$ cat src/hdl/pus_pkg.sv
`default_nettype none

package pus_pkg;

	localparam int unsigned IDX_W = 3;

	localparam logic [IDX_W-1:0] REG_FRAME_TIME  = 3'd0;
	localparam logic [IDX_W-1:0] REG_GRAVITY_X   = 3'd1;
	localparam logic [IDX_W-1:0] REG_GRAVITY_Y   = 3'd2;
	localparam logic [IDX_W-1:0] REG_GRAVITY_Z   = 3'd3;
	localparam logic [IDX_W-1:0] REG_DRAG_RATE   = 3'd4;
	localparam logic [IDX_W-1:0] REG_SIZE_ACCEL  = 3'd5;
	localparam logic [IDX_W-1:0] REG_ANGLE_ACCEL = 3'd6;

	localparam logic [15:0]        FRAME_TIME_RESET = 16'd68;
	localparam logic signed [31:0] ONE_UNIT         = 32'sd4096;
	localparam logic [23:0]        DRAG_MAX         = 24'd4096;
	localparam logic [30:0]        AGE_MAX          = 31'h7fff_ffff;

	typedef logic [2:0][31:0] vec3_t;

	typedef struct packed {
		logic [15:0] frame_time;
		vec3_t       gravity;
		logic [19:0] drag_rate;
		logic [31:0] size_accel;
		logic [31:0] angle_accel;
	} cfg_t;

	typedef struct packed {
		logic [31:0] extent;
		logic [31:0] extent_rate;
		logic [31:0] angle;
		logic [31:0] angle_rate;
		logic [31:0] life_left;
		logic [30:0] age;
	} scalars_t;

	typedef struct packed {
		vec3_t    pos;
		vec3_t    vel;
		scalars_t sc;
	} particle_t;

	// products already cut to 32 bits (drag_ft to 24 bits); all but re and ra also shifted
	typedef struct packed {
		logic        live;
		particle_t   p;
		vec3_t       mv;
		vec3_t       gv;
		logic [31:0] ge;
		logic [31:0] ga;
		logic [31:0] re;
		logic [31:0] ra;
		logic [31:0] life_sub;
		logic [30:0] age_sum;
		logic [23:0] drag_ft;
	} s1_t;

	typedef struct packed {
		logic        live;
		vec3_t       pos;
		vec3_t       vel;
		vec3_t       gv;
		logic [12:0] te;
		scalars_t    sc;
	} s2_t;

	typedef struct packed {
		logic     live;
		vec3_t    pos;
		vec3_t    vel;
		vec3_t    gv;
		vec3_t    dv;
		scalars_t sc;
	} s3_t;

endpackage

`default_nettype wire

$ cat src/hdl/pus_drag_stage.sv
`default_nettype none

module pus_drag_stage (
	input  wire logic          clk,
	input  wire logic          arst_n,
	input  wire logic          in_valid,
	output logic               in_ready,
	input  wire pus_pkg::s2_t  in_s,
	output logic               out_valid,
	input  wire logic          out_ready,
	output pus_pkg::particle_t out_p
);

	logic               valid_s3;
	logic               valid_s4;
	logic               ready_s4;
	pus_pkg::s3_t       st_s3;
	pus_pkg::s3_t       nxt3;
	pus_pkg::particle_t st_s4;
	pus_pkg::particle_t nxt4;
	logic signed [13:0] te_s;

	assign te_s = {1'b0, in_s.te};

	for (genvar i = 0; i < 3; i++) begin : g_lane
		logic signed [43:0] dv_p;
		assign dv_p        = $signed(in_s.vel[i][31:2]) * te_s;
		assign nxt3.dv[i]  = dv_p[41:10];
		// drag, then gravity; both wrap
		assign nxt4.vel[i] = st_s3.live ? st_s3.vel[i] - st_s3.dv[i] + st_s3.gv[i]
		                                : st_s3.vel[i];
	end

	assign nxt3.live = in_s.live;
	assign nxt3.pos  = in_s.pos;
	assign nxt3.vel  = in_s.vel;
	assign nxt3.gv   = in_s.gv;
	assign nxt3.sc   = in_s.sc;

	assign nxt4.pos  = st_s3.pos;
	assign nxt4.sc   = st_s3.sc;

	assign ready_s4  = !valid_s4 || out_ready;
	assign in_ready  = !valid_s3 || ready_s4;
	assign out_valid = valid_s4;
	assign out_p     = st_s4;

	always_ff @(posedge clk or negedge arst_n) begin
		if (!arst_n) begin
			valid_s3 <= 1'b0;
			valid_s4 <= 1'b0;
		end else begin
			if (in_ready) begin
				valid_s3 <= in_valid;
			end
			if (ready_s4) begin
				valid_s4 <= valid_s3;
			end
		end
	end

	always_ff @(posedge clk) begin
		if (in_valid && in_ready) begin
			st_s3 <= nxt3;
		end
		if (valid_s3 && ready_s4) begin
			st_s4 <= nxt4;
		end
	end

endmodule

`default_nettype wire

$ cat config.mk
export PLATFORM = sky130hd
export DESIGN_NAME = pus_drag_stage
export DESIGN_NICKNAME = d
export VERILOG_FILES = /design/src/hdl/pus_pkg.sv /design/src/hdl/pus_drag_stage.sv
export SDC_FILE = /design/constraint.sdc
export NUM_CORES = 2
export LEC_CHECK = 0
export BUFFER_PORTS_ARGS = -buffer_cell sky130_fd_sc_hd__buf_2
export CORE_AREA = 2 2 251 500
export CTS_BUF_LIST = sky130_fd_sc_hd__clkbuf_8
export CTS_CLUSTER_SIZE = 30
export DETAILED_ROUTE_END_ITERATION = 12
export DIE_AREA = 0 0 253 502
export GPL_TIMING_DRIVEN = 1
export HOLD_SLACK_MARGIN = 0.15
export MAX_ROUTING_LAYER = met4
export PLACE_DENSITY = 0.93
export SYNTH_ARGS = -nofsm -noshare
export SYNTH_HDL_FRONTEND = slang
export SYNTH_SLANG_ARGS = --single-unit
$ cat constraint.sdc
create_clock -name clk -period 19.3 [get_ports clk]
set_input_delay 4.825 -clock clk [delete_from_list [all_inputs] [get_ports clk]]
set_output_delay 4.825 -clock clk [all_outputs]
set_load 0.005 [all_outputs]
After elaboration in Yosys (flattened, before gate mapping)
Index checks and enable logic that the tools add are counted.
W data, S select, Z words.
- output and inout port bits: 385
- register bits after elaboration: 961
- bits of input ports: 497
- reductions and logical operators: 6
- multipliers: 3
- multiplexer cells: 3
- $add $sub $neg: 6
- operator list (cell ; number):
    $mul A30 B14 Y42 ; 3
    $add A32 B32 Y32 ; 3
    $mux W32 ; 3
    $sub A32 B32 Y32 ; 3
    $logic_and A1 B1 Y1 ; 2
    $logic_not A1 Y1 ; 2
    $logic_or A1 B1 Y1 ; 2

Longest topological paths before layout
- depth in word-level cells: 4
- depth in mapped cells: 27

Least setup slack after synthesis
OpenSTA, ideal clock, no wires.
- path type: input-to-reg
- from: input out_ready
- to: register st_s3 (netlist bit nxt4[0]) (enable)
- setup slack: 243 ps
- cell stages on the path: 2
- setup time: 1021 ps
- path buffers: 0
- arrival time: 18037 ps
- cell sequence: nand3b_1 > and2_1
- longest elaborated chain between the ends: 3
- ends and longest elaborated chain (what ; line ; source):
    from (decl) ; pus_drag_stage.sv:10 ; input wire logic out_ready,
    $logic_or A1 B1 Y1 ; pus_drag_stage.sv:43 ; assign ready_s4 = !valid_s4 || out_ready;
    $logic_or A1 B1 Y1 ; pus_drag_stage.sv:44 ; assign in_ready = !valid_s3 || ready_s4;
    $logic_and A1 B1 Y1 ; pus_drag_stage.sv:63 ; if (in_valid && in_ready) begin
    to (signal assigned) ; pus_drag_stage.sv:64 ; st_s3 <= nxt3;
    to (decl) ; pus_drag_stage.sv:17 ; pus_pkg::s3_t st_s3;
Every way passes these cells.
A chain may end at the register's enable or synchronous reset.

Final worst setup path
- from: input in_s[197] (netlist name)
- to: register st_s3[286] (netlist name), data pin
- longest elaborated chain between the ends: 1
- ends and longest elaborated chain (what ; line ; source):
    from (decl) ; pus_drag_stage.sv:8 ; input wire pus_pkg::s2_t in_s,
    $mul A30 B14 Y42 ; pus_drag_stage.sv:27 ; assign dv_p = $signed(in_s.vel[i][31:2]) * te_s;
    named net g_lane[2].dv_p[41] ; pus_drag_stage.sv:26 ; logic signed [43:0] dv_p;
The timed path passes the listed nets, and every way through them passes these cells.

==> metrics.cfg <==
[outcome]
status=finished, final reports clean

[logic_synthesis]
async_flop_share_pct=0.208
yosysSeqAreaShare_pct=38.0
synth_warnings=0
syn_nets=8585
synth.top_cell.area_share_pct=37.9
synthTopCellsByCount=inv_1, fa_1, edfxtp_1
synth_cell_types=70
synth_area_leader_cell=edfxtp_1
netlist_area_um2=76000
synth_flop_cell=edfxtp_1
synth_edf_count=959
yosysMostFrequentCell=inv_1
ys_top_cells_by_area=edfxtp_1, fa_1, inv_1, ha_1, and2_1
synth_seq_cells=961
syn_inst=6579
syn_area_per_cell_um2=11.5

[floorplanning]
fp.dieW_um=253
num_io_pins=882
dieArea_um2=127000
core_um2=123000
start_util_pct=61.8
dieHeight_um=502
num_rows=182

[clocking]
htree_levels=4
clkTransAtPathRegs_ns=0.07
cts_made_buffers=137
clock_latency_ns=0.90
cts_setup_buffers=0
hold_buffers=0
clockBufferDepth=3
cts_tree=yes
clock_sinks=961
cts_resized=0
root_buffer=clkbuf_8

[sta]
setup_violations=0
max_slew_margin_pct=26.3
fin_crit_sh_pct=60.0
hold_viol=0
max_freq_mhz=86.4
tns_ns=0
worst_clock_skew_ns=0.0512
whs_ns=0.400
maxSlewViolCount=0
rsz0062_at_grt=false
setup_ws_ns=7.73
worstMarginPinSlew_ns=1.11
fin_crit_ns=11.57

[power]
ir_drop_uv=268
leakagePower_nw=40.0
p_total_mw=16.7
power.density_nw_per_um2=198

[routing]
ant_nets=0
drt-initial-drc-count=5277
vias=54000
drt-total-wl_mm=243
viasPerCell=5.91
wire_per_inst_um=26.6
first_pass_iters=7
drc=0

[setup_path]
crit_arrival_ns=12.17
cp.required_ns=19.90
cp_cell_sequence=buf_4, buf_4, nand2_1, fa_1, fa_1, inv_1, fa_1, fa_1, fa_1, inv_1, fa_1, inv_1, ha_1, a21oi_1, o21ai_0, a2111oi_0, nor3_1, a21o_1, o31ai_4, a311oi_1, nor3_1, a21oi_1, a21oi_1, xnor2_1
cp.buffers_inverters=5
critPathTopFamily=adder cells
end_kind=register
crit_fanout=67
critPathKind=in2reg
slowest_stage=buf_4
cpMostUsedCell=fa_1
cp-start-kind=input pin
cp_slowest_stage_delay_ns=0.72

[layout]
fin_util_pct=68.8
multi_input_area_um2=40300
syn2layout_area_growth_pct=11.3
drive_above_1_share_pct=15.1
nets=9395
n_fill_cell=8398
seqCellArea_um2=28800

[place]
pre_cts_ws_ns=7.08
post-dp-hpwl_mm=187
routabilityCongestion=1.02
numPortBuffers=881

[grt]
grt_pass1_vias=59200
grt_pass1_wl_mm=353
antenna_found_initial=78
grt-ovfl-total=0
grt_use_total_pct=40.4
grt_start_max_net_pins=183

[flow_run]
cap_violations=0

[hold_path]
hold_path.class=reg2reg

-- path summary, 6_finish.rpt --
path | from | endpoint | slack [ns] | cells past startpoint
worst max-delay path | in_s[197] | st_s3[286]$_DFFE_PP_ | 7.73 | 24
min in group asynchronous | arst_n | out_valid$_DFFE_PN0P_ | 3.72 | 1
worst max register to register | st_s3[208]$_DFFE_PP_ | out_p[221]$_DFFE_PP_ | 14.43 | 13
worst min register to register | nxt4[70]$_DFFE_PP_ | out_p[70]$_DFFE_PP_ | 0.40 | 0
max in group asynchronous | arst_n | valid_s3$_DFFE_PN0N_ | 15.48 | 1
worst min-delay path | nxt4[70]$_DFFE_PP_ | out_p[70]$_DFFE_PP_ | 0.40 | 0
-- power by group --
group	leakage, nW	switching, mW	total (mW)	internal [mW]
logic	29.3	6.78	11.6	4.84
registers	9.23	0.225	3.47	3.24
clock network	1.45	0.878	1.66	0.781
total	40.0	7.89	16.7	8.86
-- metal layers --
metal / vias to the layer above / track usage (%) / wire length [um]
li1: 22000 / - / -
met1: 26800 / 40.0 / 71100
met2: 3709 / 61.9 / 114000
met3: 1446 / 13.4 / 29100
met4: 0 / 38.2 / 28400
met5: - / - / 0
-- sequential cells by signal, indices dropped and copies added (netlist names) --
| name | flops |
|---|---|
| nxt4 | 287 |
| out_p | 383 |
| out_valid | 1 |
| valid_s3 | 1 |
| st_s3 | 289 |
-- cell type report --
cell class,count,area share (%)
sequential,961,34.1
clock buffer,137,2.23
inverter,1565,6.95
clock inverter,107,0.953
tap,1564,2.31
timing repair buffer,912,5.53
antenna,74,0.219
multi-input combinational,3812,47.7
-- layout by cell type (no fill, tap or decap), types with 35 or more instances in the layout --
cell	count
inv_1	1584
fa_1	1128
edfxtp_1	959
buf_2	873
nand2_1	696
and2_1	583
ha_1	381
a21oi_1	140
clkbuf_8	137
xnor2_1	130
o21ai_0	123
nor2_1	116
diode_2	74
xor2_1	64
a21o_1	57
o21a_1	39
nor3_1	39
buf_4	38
nand2b_1	35
-- logic make-up (layout without fill, tap and decap cells) --
group / Yosys count / in the layout / share of synthesized area [%]
simple gates: 1601 / 1601 / 10.4
xor+xnor: 194 / 194 / 2.24
compound gates: 488 / 488 / 4.14
fa+ha+maj: 1509 / 1509 / 36.0
mux: 20 / 20 / 0.273
buf+inv: 1806 / 2721 / 8.93
other cells: 0 / 74 / 0
flops: 961 / 961 / 38.0
-- stage by stage --
stage               cells  cell area, um2
floorplan            6579           76000
global placement     8814           81700
detailed placement   8814           81700
CTS                  9058           84400
global route         9120           84500
finish               9132           84600
Power figures use the tool's default switching activity.
