### src/hdl/pus_pkg.sv
`default_nettype none

package pus_pkg;

	localparam int unsigned IDX_W = 3;

	localparam logic [IDX_W-1:0] REG_FRAME_TIME  = 3'd0;
	localparam logic [IDX_W-1:0] REG_GRAVITY_X   = 3'd1;
	localparam logic [IDX_W-1:0] REG_GRAVITY_Y   = 3'd2;
	localparam logic [IDX_W-1:0] REG_GRAVITY_Z   = 3'd3;
	localparam logic [IDX_W-1:0] REG_DRAG_RATE   = 3'd4;
	localparam logic [IDX_W-1:0] REG_SIZE_ACCEL  = 3'd5;
	localparam logic [IDX_W-1:0] REG_ANGLE_ACCEL = 3'd6;

	localparam logic [15:0]        FRAME_TIME_RESET = 16'd68;
	localparam logic signed [31:0] ONE_UNIT         = 32'sd4096;
	localparam logic [23:0]        DRAG_MAX         = 24'd4096;
	localparam logic [30:0]        AGE_MAX          = 31'h7fff_ffff;

	typedef logic [2:0][31:0] vec3_t;

	typedef struct packed {
		logic [15:0] frame_time;
		vec3_t       gravity;
		logic [19:0] drag_rate;
		logic [31:0] size_accel;
		logic [31:0] angle_accel;
	} cfg_t;

	typedef struct packed {
		logic [31:0] extent;
		logic [31:0] extent_rate;
		logic [31:0] angle;
		logic [31:0] angle_rate;
		logic [31:0] life_left;
		logic [30:0] age;
	} scalars_t;

	typedef struct packed {
		vec3_t    pos;
		vec3_t    vel;
		scalars_t sc;
	} particle_t;

	// products already cut to 32 bits (drag_ft to 24 bits); all but re and ra also shifted
	typedef struct packed {
		logic        live;
		particle_t   p;
		vec3_t       mv;
		vec3_t       gv;
		logic [31:0] ge;
		logic [31:0] ga;
		logic [31:0] re;
		logic [31:0] ra;
		logic [31:0] life_sub;
		logic [30:0] age_sum;
		logic [23:0] drag_ft;
	} s1_t;

	typedef struct packed {
		logic        live;
		vec3_t       pos;
		vec3_t       vel;
		vec3_t       gv;
		logic [12:0] te;
		scalars_t    sc;
	} s2_t;

	typedef struct packed {
		logic     live;
		vec3_t    pos;
		vec3_t    vel;
		vec3_t    gv;
		vec3_t    dv;
		scalars_t sc;
	} s3_t;

endpackage

`default_nettype wire

### src/hdl/pus_cfg_regs.sv
`default_nettype none

module pus_cfg_regs (
	input  wire logic                      clk,
	input  wire logic                      arst_n,
	input  wire logic                      cfg_valid,
	output logic                           cfg_ready,
	input  wire logic [pus_pkg::IDX_W-1:0] cfg_index,
	input  wire logic [31:0]               cfg_data,
	output pus_pkg::cfg_t                  cfg
);

	pus_pkg::cfg_t cfg_q;

	assign cfg_ready = 1'b1;
	assign cfg       = cfg_q;

	always_ff @(posedge clk or negedge arst_n) begin
		if (!arst_n) begin
			cfg_q.frame_time  <= pus_pkg::FRAME_TIME_RESET;
			cfg_q.gravity     <= '0;
			cfg_q.drag_rate   <= '0;
			cfg_q.size_accel  <= '0;
			cfg_q.angle_accel <= '0;
		end else if (cfg_valid && cfg_ready) begin
			case (cfg_index)
				pus_pkg::REG_FRAME_TIME:  cfg_q.frame_time  <= cfg_data[15:0];
				pus_pkg::REG_GRAVITY_X:   cfg_q.gravity[0]  <= cfg_data;
				pus_pkg::REG_GRAVITY_Y:   cfg_q.gravity[1]  <= cfg_data;
				pus_pkg::REG_GRAVITY_Z:   cfg_q.gravity[2]  <= cfg_data;
				pus_pkg::REG_DRAG_RATE:   cfg_q.drag_rate   <= cfg_data[19:0];
				pus_pkg::REG_SIZE_ACCEL:  cfg_q.size_accel  <= cfg_data;
				pus_pkg::REG_ANGLE_ACCEL: cfg_q.angle_accel <= cfg_data;
				default: ;
			endcase
		end
	end

endmodule

`default_nettype wire

### config.mk
export PLATFORM = sky130hd
export DESIGN_NAME = pus_cfg_regs
export DESIGN_NICKNAME = d
export VERILOG_FILES = /design/src/hdl/pus_pkg.sv /design/src/hdl/pus_cfg_regs.sv
export SDC_FILE = /design/constraint.sdc
export NUM_CORES = 1
export LEC_CHECK = 0
export BUFFER_PORTS_ARGS = -buffer_cell sky130_fd_sc_hd__buf_2
export CAP_MARGIN = 20
export CELL_PAD_IN_SITES_DETAIL_PLACEMENT = 1
export CELL_PAD_IN_SITES_GLOBAL_PLACEMENT = 2
export CORE_ASPECT_RATIO = 0.9
export CORE_MARGIN = 2
export CORE_UTILIZATION = 31
export CTS_CLUSTER_DIAMETER = 80
export DETAILED_ROUTE_END_ITERATION = 10
export HOLD_SLACK_MARGIN = 0.12
export PLACE_DENSITY_LB_ADDON = 0.15
export SKIP_CTS_REPAIR_TIMING = 1
export SYNTH_ARGS = -nofsm -noshare
export SYNTH_HDL_FRONTEND = slang
export SYNTH_SLANG_ARGS = --single-unit
### constraint.sdc
create_clock -name clk -period 0.8 [get_ports clk]
set_input_delay 0.04 -clock clk [delete_from_list [all_inputs] [get_ports clk]]
set_output_delay 0.04 -clock clk [all_outputs]
set_load 0.05 [all_outputs]
== Word level (Yosys, flattened, before mapping) ==
Cells that the tools add are included.

* Flip-flop bits (word level): 196
* Bits in latches: 0
* Bits in writable memories: 0
* Bits in read-only memories: 0
* Input bits: 38
* Output and inout bits: 197
* Word-level logic and storage cells: 21
* Memories kept: 0

* Add/subtract/negate cells: 0
* Multiply operators: 0
* Div/mod/pow operators: 0
* Magnitude comparators: 0
* Eq/ne operators: 6
* Shift operators: 0
* Multiplexer cells: 0
* Bitwise logic cells: 0
* Reductions and logical operators: 8

{| class="wikitable"
|+ Operators by type and width
! cell !! count
|-
| $reduce_and 2->1 || 7
|-
| $eq 3x3->1 const B || 3
|-
| $eq 3x2->1 const B || 2
|-
| $eq 3x1->1 const B || 1
|-
| $logic_not 3->1 || 1
|}

== Logic depth before layout (Yosys ltp) ==
Gate-level depths: netlist of the first run.

* Depth after elaboration: 2
* Depth in mapped cells: 5

== Least setup slack after synthesis of the first run ==
No wires, ideal clock.

* Kind: input to register
* From: input port cfg_index[1] (netlist name)
* To: register cfg_q, in the netlist cfg[180]
* Setup time: 0.127 ns
* Arrival: 1.143 ns
* Data required time: 0.673 ns
* Setup slack: -0.471 ns
* Stages on the path: 4
* Path buffers: 2
* Cell sequence: buf_2 > nor4b_4 > buf_6 > mux2_1

* Longest elaborated chain between the ends: 2

{| class="wikitable"
|+ Ends and longest elaborated chain
! what !! line !! text
|-
| start: declaration || pus_cfg_regs.sv:8 || <nowiki>input wire logic [pus_pkg::IDX_W-1:0] cfg_index,</nowiki>
|-
| $logic_not 3->1 || pus_cfg_regs.sv:26 || <nowiki>case (cfg_index)</nowiki>
|-
| $reduce_and 2->1 (no line) || -- ||
|-
| end: declaration || pus_cfg_regs.sv:13 || <nowiki>pus_pkg::cfg_t cfg_q;</nowiki>
|}

No other way between the ends.
A chain may end at the register's enable or synchronous reset.

== Worst setup path in the final report of the first run ==
* From: register cfg_q, in the netlist cfg[182]
* To: output port cfg[182] (netlist name)

{| class="wikitable"
|+ RTL lines
! what !! line !! text
|-
| end: declaration || pus_cfg_regs.sv:10 || <nowiki>output pus_pkg::cfg_t cfg</nowiki>
|}

No word-level cell between the ends.

==> results_tabular.tex, run 1 <==
\begin{tabular}{lr}
\hline
Metric & Value \\
\hline
\multicolumn{2}{l}{\textbf{Global route}} \\
\quad Antenna violations before repair & 0 \\
\quad GRT Resource Usage Total & 16.3\% \\
\quad Pin count of the biggest net entering global routing & 40 \\
\quad Overall overflow remaining after global route & 0 \\
\quad Global-route wire length before repair & 30.7 mm \\
\quad Via count of the first global-routing pass & 4995 \\
\multicolumn{2}{l}{\textbf{Placement}} \\
\quad Half-perimeter wire length of the detailed placement result & 13.7 mm \\
\quad Worst setup slack before clock tree synthesis & -0.636 ns \\
\quad Final weighted congestion of routability-driven global placement & 0.723 \\
\quad IO Port Bufs & 233 \\
\multicolumn{2}{l}{\textbf{Yosys}} \\
\quad Post-synthesis cell type with the largest combined area & sky130\_fd\_sc\_hd\_\_dfrtp\_1 \\
\quad Synthesized-area fraction occupied by xor and xnor cells & 0\% \\
\quad Net Count, Synth & 463 \\
\quad Share of the synthesized area in the top cell type & 66.1\% \\
\quad Proportion of synthesized chip area in sequential cells & 66.8\% \\
\quad Cells after Synth & 425 \\
\quad Fraction of synthesized area in multiplexers & 30.0\% \\
\quad Fraction of the mapped netlist area in simple logic gates & 1.09\% \\
\quad Count of yosys warnings during synthesis & 0 \\
\quad Post-synthesis cell area & 0.00735 sq mm \\
\quad Dominant cells by area after synthesis & sky130\_fd\_sc\_hd\_\_dfrtp\_1 66\%, sky130\_fd\_sc\_hd\_\_mux2\_2 27\%, sky130\_fd\_sc\_hd\_\_mux2\_1 2.6\%, sky130\_fd\_sc\_hd\_\_buf\_2 1.2\%, sky130\_fd\_sc\_hd\_\_buf\_4 0.72\% \\
\quad Number of distinct library cells after synthesis & 11 \\
\quad Arithmetic-cell share of the synthesized area counting full adders, half adders and majority gates & 0\% \\
\quad Count of state elements after synthesis & 196 \\
\quad Mean area per synthesized cell & 17.3 sq um \\
\quad Main combinational cell family by area after synthesis & multiplexers \\
\quad Compound-Gate Fraction of Synth Area & 0\% \\
\multicolumn{2}{l}{\textbf{Power and ir drop}} \\
\quad Leakage power figure & 6.00 nW \\
\quad Power Total & 41.1 mW \\
\quad Power per Cell Area & 3240 mW/mm\^{}2 \\
\quad Worst IR drop on VDD & 1.69 mV \\
\multicolumn{2}{l}{\textbf{Hold path}} \\
\quad Class of the worst hold path & primary input to asynchronous set/reset pin \\
\multicolumn{2}{l}{\textbf{STA}} \\
\quad Hold violation total from the final report & 0 \\
\quad Crit share post-route & 147\% \\
\quad Unrepaired setup endpoints after global routing & yes \\
\quad Peak Freq & 853 MHz \\
\quad Final-layout setup total negative slack & -53.04 ns \\
\quad Final setup fails & 296 \\
\quad Worst Clk Skew & 0 ns \\
\quad Post-route worst setup slack & -0.372 ns \\
\quad Final period demand of the worst path & 1.17 ns \\
\quad Minimum hold slack & 0.0679 ns \\
\quad Number of pins exceeding their max-slew limit in the final report & 0 \\
\multicolumn{2}{l}{\textbf{Final layout}} \\
\quad Layout overhead on the synthesized area & 72.5\% \\
\quad Final Util & 54.3\% \\
\quad Flip-flop count of the largest register, all copies and words added & 196 \\
\quad Layout cell share with drive strength beyond 1 & 74.3\% \\
\quad Net count reported at finish & 823 \\
\quad Antenna Cells & 0 \\
\multicolumn{2}{l}{\textbf{Route}} \\
\quad Drt first-iter violations & 211 \\
\quad Topmost layer with routed signal wires & met4 \\
\quad Routed wl met2 & 12.0 mm \\
\quad Detailed Route WL & 24.5 mm \\
\quad TritonRoute pass-1 iters & 4 \\
\quad Average vias per placed instance & 4.60 \\
\quad Per-cell routed wire length & 22.3 um \\
\quad Total length of routed met3 wires & 1.55 mm \\
\quad Antenna violation net count after detailed routing & 0 \\
\quad Total vias in the final route & 5058 \\
\quad DRC errors left & 0 \\
\quad Sum of routed wire segments on met1 & 10.8 mm \\
\multicolumn{2}{l}{\textbf{Clock tree}} \\
\quad CTS buffer count & 17 \\
\quad H-tree level count & 4 \\
\quad Clock-pin transition on the worst setup and hold timing paths & 0.07 ns \\
\quad Insertion delay to the later sink of the worst-skew pair & 0.42 ns \\
\quad \# clock sinks & 196 \\
\quad Root Buffer Master & sky130\_fd\_sc\_hd\_\_clkbuf\_16 \\
\quad Maximum clock path buffer count & 2 \\
\quad CTS tree & built \\
\multicolumn{2}{l}{\textbf{Setup path}} \\
\quad Data arrival at the endpoint of the critical path & 1.13 ns \\
\quad Cell count of the worst reg-to-reg path & 2 \\
\quad Critical path endpoint category & primary output \\
\quad Startpoint type of the worst setup path & flop \\
\quad Critical path's largest stage delay & 0.56 ns \\
\quad Required @ worst endpoint & 0.76 ns \\
\quad Launch instance of the worst register-to-register path & cfg[158]\$\_DFFE\_PN0P\_ \\
\quad Critical Path Start & cfg[182]\$\_DFFE\_PN1P\_ \\
\quad Maximum fanout count along the critical path & 2 \\
\quad Cell class contributing the biggest share of worst-path delay & flip-flops \\
\quad Startpoint-to-endpoint class of the critical path & flop to primary output \\
\quad Worst path depth & 1 \\
\quad Critical path buffer and inverter count & 1 \\
\quad Sequence of cells on the critical path & buf\_8 \\
\quad Slowest cell on crit path & sky130\_fd\_sc\_hd\_\_dfstp\_2 \\
\multicolumn{2}{l}{\textbf{Floorplanning}} \\
\quad Core region area & 0.0233 sq mm \\
\quad Top Ports & 235 \\
\quad Vert. Die Dim & 150 um \\
\quad Die Outline Area & 0.0249 sq mm \\
\quad Starting Density & 31.5\% \\
\quad Die Width & 166 um \\
\quad Number of core rows & 53 \\
\multicolumn{2}{l}{\textbf{Run status}} \\
\quad Violations in the final reports & setup timing \\
\quad Status & finished, violations left \\
\multicolumn{2}{l}{\textbf{Job}} \\
\quad Max-Cap Viols & 0 \\
\hline
\end{tabular}
## synthesized netlist by cell type
cell type,number
sky130_fd_sc_hd__buf_4,7
sky130_fd_sc_hd__nor4bb_1,3
sky130_fd_sc_hd__nor4b_4,1
sky130_fd_sc_hd__mux2_2,179
sky130_fd_sc_hd__mux2_1,17
sky130_fd_sc_hd__dfstp_2,2
sky130_fd_sc_hd__nand4b_1,3
sky130_fd_sc_hd__conb_1,1
sky130_fd_sc_hd__dfrtp_1,194
sky130_fd_sc_hd__buf_6,1
sky130_fd_sc_hd__buf_2,17
## power by group
part / total, mW / switching (mW) / leakage (nW) / internal (mW)
Sequential: 14.0 / 1.84 / 2.32 / 12.2
Clock: 8.43 / 4.04 / 0.281 / 4.40
Combinational: 18.7 / 10.6 / 3.40 / 8.03
Total: 41.1 / 16.5 / 6.00 / 24.6
## path summary, 6_finish.rpt
path,end,slack (ns)
worst max-delay path,cfg[182],-0.37
worst min-delay path,cfg[8]$_DFFE_PN0P_,0.07
worst max register to register,cfg[158]$_DFFE_PN0P_,-0.12
worst min register to register,cfg[157]$_DFFE_PN0P_,0.53
max in group asynchronous,cfg[186]$_DFFE_PN1P_,0.19
min in group clk,cfg[80]$_DFFE_PN0P_,0.26
## logic make-up after synthesis
logic type,Yosys count
buffers and inverters,25
and+or+nand+nor,7
DFF,196
other,1
muxes,196
## stage by stage
stage | area, sq um | std cells
2_1_floorplan | 7790 | 425
3_3_place_gp | 9360 | 951
3_5_place_dp | 9360 | 951
4_1_cts | 9930 | 983
5_1_grt | 12700 | 1100
6_report | 12700 | 1100
## routing by layer
| metal | up-vias | GRT usage, % |
|---|---|---|
| li1 | 2229 | - |
| met1 | 2674 | 20.5 |
| met2 | 146 | 26.4 |
| met3 | 9 | 6.48 |
| met4 | 0 | 3.97 |
| met5 | - | 0 |
## placed cells by master (no fill, tap or decap), types with 15 or more instances in the layout
master | Yosys | final
sky130_fd_sc_hd__buf_12 | 0 | 15
sky130_fd_sc_hd__buf_2 | 17 | 32
sky130_fd_sc_hd__buf_4 | 7 | 30
sky130_fd_sc_hd__buf_6 | 1 | 243
sky130_fd_sc_hd__clkbuf_16 | 0 | 25
sky130_fd_sc_hd__dfrtp_1 | 194 | 167
sky130_fd_sc_hd__dfrtp_2 | 0 | 27
sky130_fd_sc_hd__dlygate4sd3_1 | 0 | 33
sky130_fd_sc_hd__mux2_2 | 179 | 84
sky130_fd_sc_hd__mux2_4 | 0 | 112
## layout make-up
class / count / area, sq um
multi-input combinational: 204 / 2760
fill: 2184 / 10700
clock inverter: 14 / 143
timing repair buffer: 366 / 4030
sequential: 196 / 4940
clock buffer: 18 / 429
tap: 302 / 378
Note: power is estimated with default switching activity, not from simulation.
==> inputs of run 2 (changes only) <==
Settings changed: CELL_PAD_IN_SITES_GLOBAL_PLACEMENT 2 to 1, CORE_UTILIZATION 31 to 37.
==> run 2 against run 1 <==
- fmax up 0.14%
- the run still ends with setup timing left
- setup slack better by 0.0017 ns
- via count down 0.91%
- clock skew unchanged
- sequential power about the same
- routed wire length about the same
- critical endpoint is now cfg[186]
==> results_tabular.tex, run 2 (same netlist as run 1, synthesis figures left out) <==
\begin{tabular}{lr}
\hline
Metric & Value \\
\hline
\multicolumn{2}{l}{\textbf{STA}} \\
\quad Worst Clk Skew & 0 ns (unchanged) \\
\quad Number of pins exceeding their max-slew limit in the final report & 0 (unchanged) \\
\quad Final setup fails & 323 (was 296) \\
\quad Post-route worst setup slack & -0.371 ns (was -0.372 ns) \\
\quad Final period demand of the worst path & 1.17 ns (about the same) \\
\quad Peak Freq & 854 MHz (was 853 MHz) \\
\quad Crit share post-route & 146\% (was 147\%) \\
\quad Hold violation total from the final report & 0 (unchanged) \\
\quad Unrepaired setup endpoints after global routing & yes (unchanged) \\
\multicolumn{2}{l}{\textbf{Floorplanning}} \\
\quad Top Ports & 235 (unchanged) \\
\quad Die Outline Area & 0.0210 sq mm (was 0.0249 sq mm) \\
\quad Number of core rows & 48 (was 53) \\
\quad Die Width & 153 um (was 166 um) \\
\quad Core region area & 0.0193 sq mm (was 0.0233 sq mm) \\
\quad Vert. Die Dim & 138 um (was 150 um) \\
\quad Starting Density & 38.0\% (was 31.5\%) \\
\multicolumn{2}{l}{\textbf{Setup path}} \\
\quad Startpoint-to-endpoint class of the critical path & flop to primary output (unchanged) \\
\quad Cell class contributing the biggest share of worst-path delay & flip-flops (unchanged) \\
\quad Maximum fanout count along the critical path & 2 (unchanged) \\
\quad Startpoint type of the worst setup path & flop (unchanged) \\
\quad Critical path endpoint category & primary output (unchanged) \\
\quad Critical path's largest stage delay & 0.55 ns (was 0.56 ns) \\
\quad Slowest cell on crit path & sky130\_fd\_sc\_hd\_\_dfstp\_2 (unchanged) \\
\quad Critical path buffer and inverter count & 1 (unchanged) \\
\quad Data arrival at the endpoint of the critical path & 1.13 ns (about the same) \\
\quad Sequence of cells on the critical path & buf\_6 (was buf\_8) \\
\quad Required @ worst endpoint & 0.76 ns (about the same) \\
\multicolumn{2}{l}{\textbf{Clock tree}} \\
\quad H-tree level count & 4 (unchanged) \\
\quad Root Buffer Master & sky130\_fd\_sc\_hd\_\_clkbuf\_16 (unchanged) \\
\quad CTS tree & built (unchanged) \\
\quad Insertion delay to the later sink of the worst-skew pair & 0.43 ns (was 0.42 ns) \\
\quad Maximum clock path buffer count & 2 (unchanged) \\
\quad \# clock sinks & 196 (unchanged) \\
\quad Clock-pin transition on the worst setup and hold timing paths & 0.08 ns (was 0.07 ns) \\
\quad CTS buffer count & 17 (unchanged) \\
\multicolumn{2}{l}{\textbf{Global route}} \\
\quad Antenna violations before repair & 0 (unchanged) \\
\quad GRT Resource Usage Total & 19.6\% (was 16.3\%) \\
\quad Via count of the first global-routing pass & 5138 (was 4995) \\
\quad Pin count of the biggest net entering global routing & 50 (was 40) \\
\quad Global-route wire length before repair & 31.4 mm (was 30.7 mm) \\
\quad Overall overflow remaining after global route & 0 (unchanged) \\
\multicolumn{2}{l}{\textbf{Final layout}} \\
\quad Antenna Cells & 0 (unchanged) \\
\quad Non-filler cells in the finished layout & 1039 (was 1100) \\
\quad Net count reported at finish & 814 (was 823) \\
\quad Layout overhead on the synthesized area & 69.1\% (was 72.5\%) \\
\quad Most frequent standard cell in the layout excluding fill and tap cells & sky130\_fd\_sc\_hd\_\_buf\_6 (unchanged) \\
\quad Leading cell types in the layout, fill and taps excluded & 236 x sky130\_fd\_sc\_hd\_\_buf\_6, 167 x sky130\_fd\_sc\_hd\_\_dfrtp\_1, 98 x sky130\_fd\_sc\_hd\_\_mux2\_4, 98 x sky130\_fd\_sc\_hd\_\_mux2\_2 (was 243 x sky130\_fd\_sc\_hd\_\_buf\_6, 167 x sky130\_fd\_sc\_hd\_\_dfrtp\_1, 112 x sky130\_fd\_sc\_hd\_\_mux2\_4, 84 x sky130\_fd\_sc\_hd\_\_mux2\_2, 33 x sky130\_fd\_sc\_hd\_\_dlygate4sd3\_1) \\
\quad Final instance area & 0.0124 sq mm (was 0.0127 sq mm) \\
\quad Layout cell share with drive strength beyond 1 & 74.0\% (was 74.3\%) \\
\quad Flip-flop count of the largest register, all copies and words added & 196 (unchanged) \\
\multicolumn{2}{l}{\textbf{Power and ir drop}} \\
\quad Worst IR drop on VDD & 1.72 mV (was 1.69 mV) \\
\quad Power per Cell Area & 3320 mW/mm\^{}2 (was 3240 mW/mm\^{}2) \\
\quad Leakage power figure & 5.89 nW (was 6.00 nW) \\
\quad Power Total & 41.2 mW (was 41.1 mW) \\
\multicolumn{2}{l}{\textbf{Job}} \\
\quad Max-Cap Viols & 0 (unchanged) \\
\multicolumn{2}{l}{\textbf{Placement}} \\
\quad IO Port Bufs & 233 (unchanged) \\
\quad Cell count after placement & 905 (was 951) \\
\quad Instance area after placement & 0.00938 sq mm (was 0.00936 sq mm) \\
\quad Half-perimeter wire length of the detailed placement result & 14.0 mm (was 13.7 mm) \\
\quad Final weighted congestion of routability-driven global placement & 0.752 (was 0.723) \\
\multicolumn{2}{l}{\textbf{Run status}} \\
\quad Status & finished, violations left (unchanged) \\
\quad Violations in the final reports & setup timing (unchanged) \\
\multicolumn{2}{l}{\textbf{Route}} \\
\quad Per-cell routed wire length & 23.6 um (was 22.3 um) \\
\quad Drt first-iter violations & 166 (was 211) \\
\quad Antenna violation net count after detailed routing & 0 (unchanged) \\
\quad Average vias per placed instance & 4.82 (was 4.60) \\
\quad Detailed Route WL & 24.5 mm (about the same) \\
\quad Total vias in the final route & 5012 (was 5058) \\
\quad DRC errors left & 0 (unchanged) \\
\quad TritonRoute pass-1 iters & 4 (unchanged) \\
\multicolumn{2}{l}{\textbf{Hold path}} \\
\quad Class of the worst hold path & primary input to asynchronous set/reset pin (unchanged) \\
\hline
\end{tabular}
run 2: layer usage:
layer	global-route usage, %	wire length (um)
met5	0	0
met4	4.84	312
met3	6.35	1270
met2	33.0	13000
met1	24.7	9960
run 2: worst register-to-register path, delay by kind of cell, from the launching register on:
| kind | cells | cell delay, ns |
|---|---|---|
| buffers and inverters | 1 | 0.14 |
| multiplexers | 1 | 0.27 |
| flip-flops | 1 | 0.45 |
run 2: worst paths after layout:
kind,start,to,slack [ns],cells past startpoint
max,cfg[186]$_DFFE_PN1P_,cfg[186],-0.37,1
min,arst_n,cfg[183]$_DFFE_PN0P_,0.04,2
max reg2reg,cfg[181]$_DFFE_PN0P_,cfg[181]$_DFFE_PN0P_,-0.18,2
min reg2reg,cfg[168]$_DFFE_PN0P_,cfg[168]$_DFFE_PN0P_,0.53,1
max in group asynchronous,arst_n,cfg[36]$_DFFE_PN0P_,0.22,3
min in group clk,cfg_index[2],cfg[187]$_DFFE_PN0P_,0.16,4
run 2: cell type report:
type / count / area [sq um]
Multi-Input combinational cell: 204 / 2700
Sequential cell: 196 / 4940
Clock buffer: 18 / 429
Timing Repair Buffer: 357 / 3880
Fill cell: 1690 / 6910
Tap cell: 250 / 313
Clock inverter: 14 / 158
run 2: power by group:
group / leakage, nW / internal [mW] / switching (mW)
logic: 3.28 / 7.74 / 10.7
registers: 2.32 / 12.2 / 1.89
clock network: 0.288 / 4.49 / 4.23
run 2: stage by stage:
| step | utilization (%) | hold slack [ns] | TNS (ns) | setup slack, ns |
|---|---|---|---|---|
| after floorplan | - | -0.256 | -60.30 | -0.443 |
| after global placement | 48.5 | -0.0682 | -93.68 | -0.577 |
| after detailed placement | 48.5 | -0.0640 | -97.41 | -0.600 |
| after CTS | 51.5 | -0.534 | -70.93 | -0.485 |
| after global routing | 64.2 | 0.0376 | -62.64 | -0.406 |
| final | 64.2 | 0.0445 | -53.33 | -0.371 |
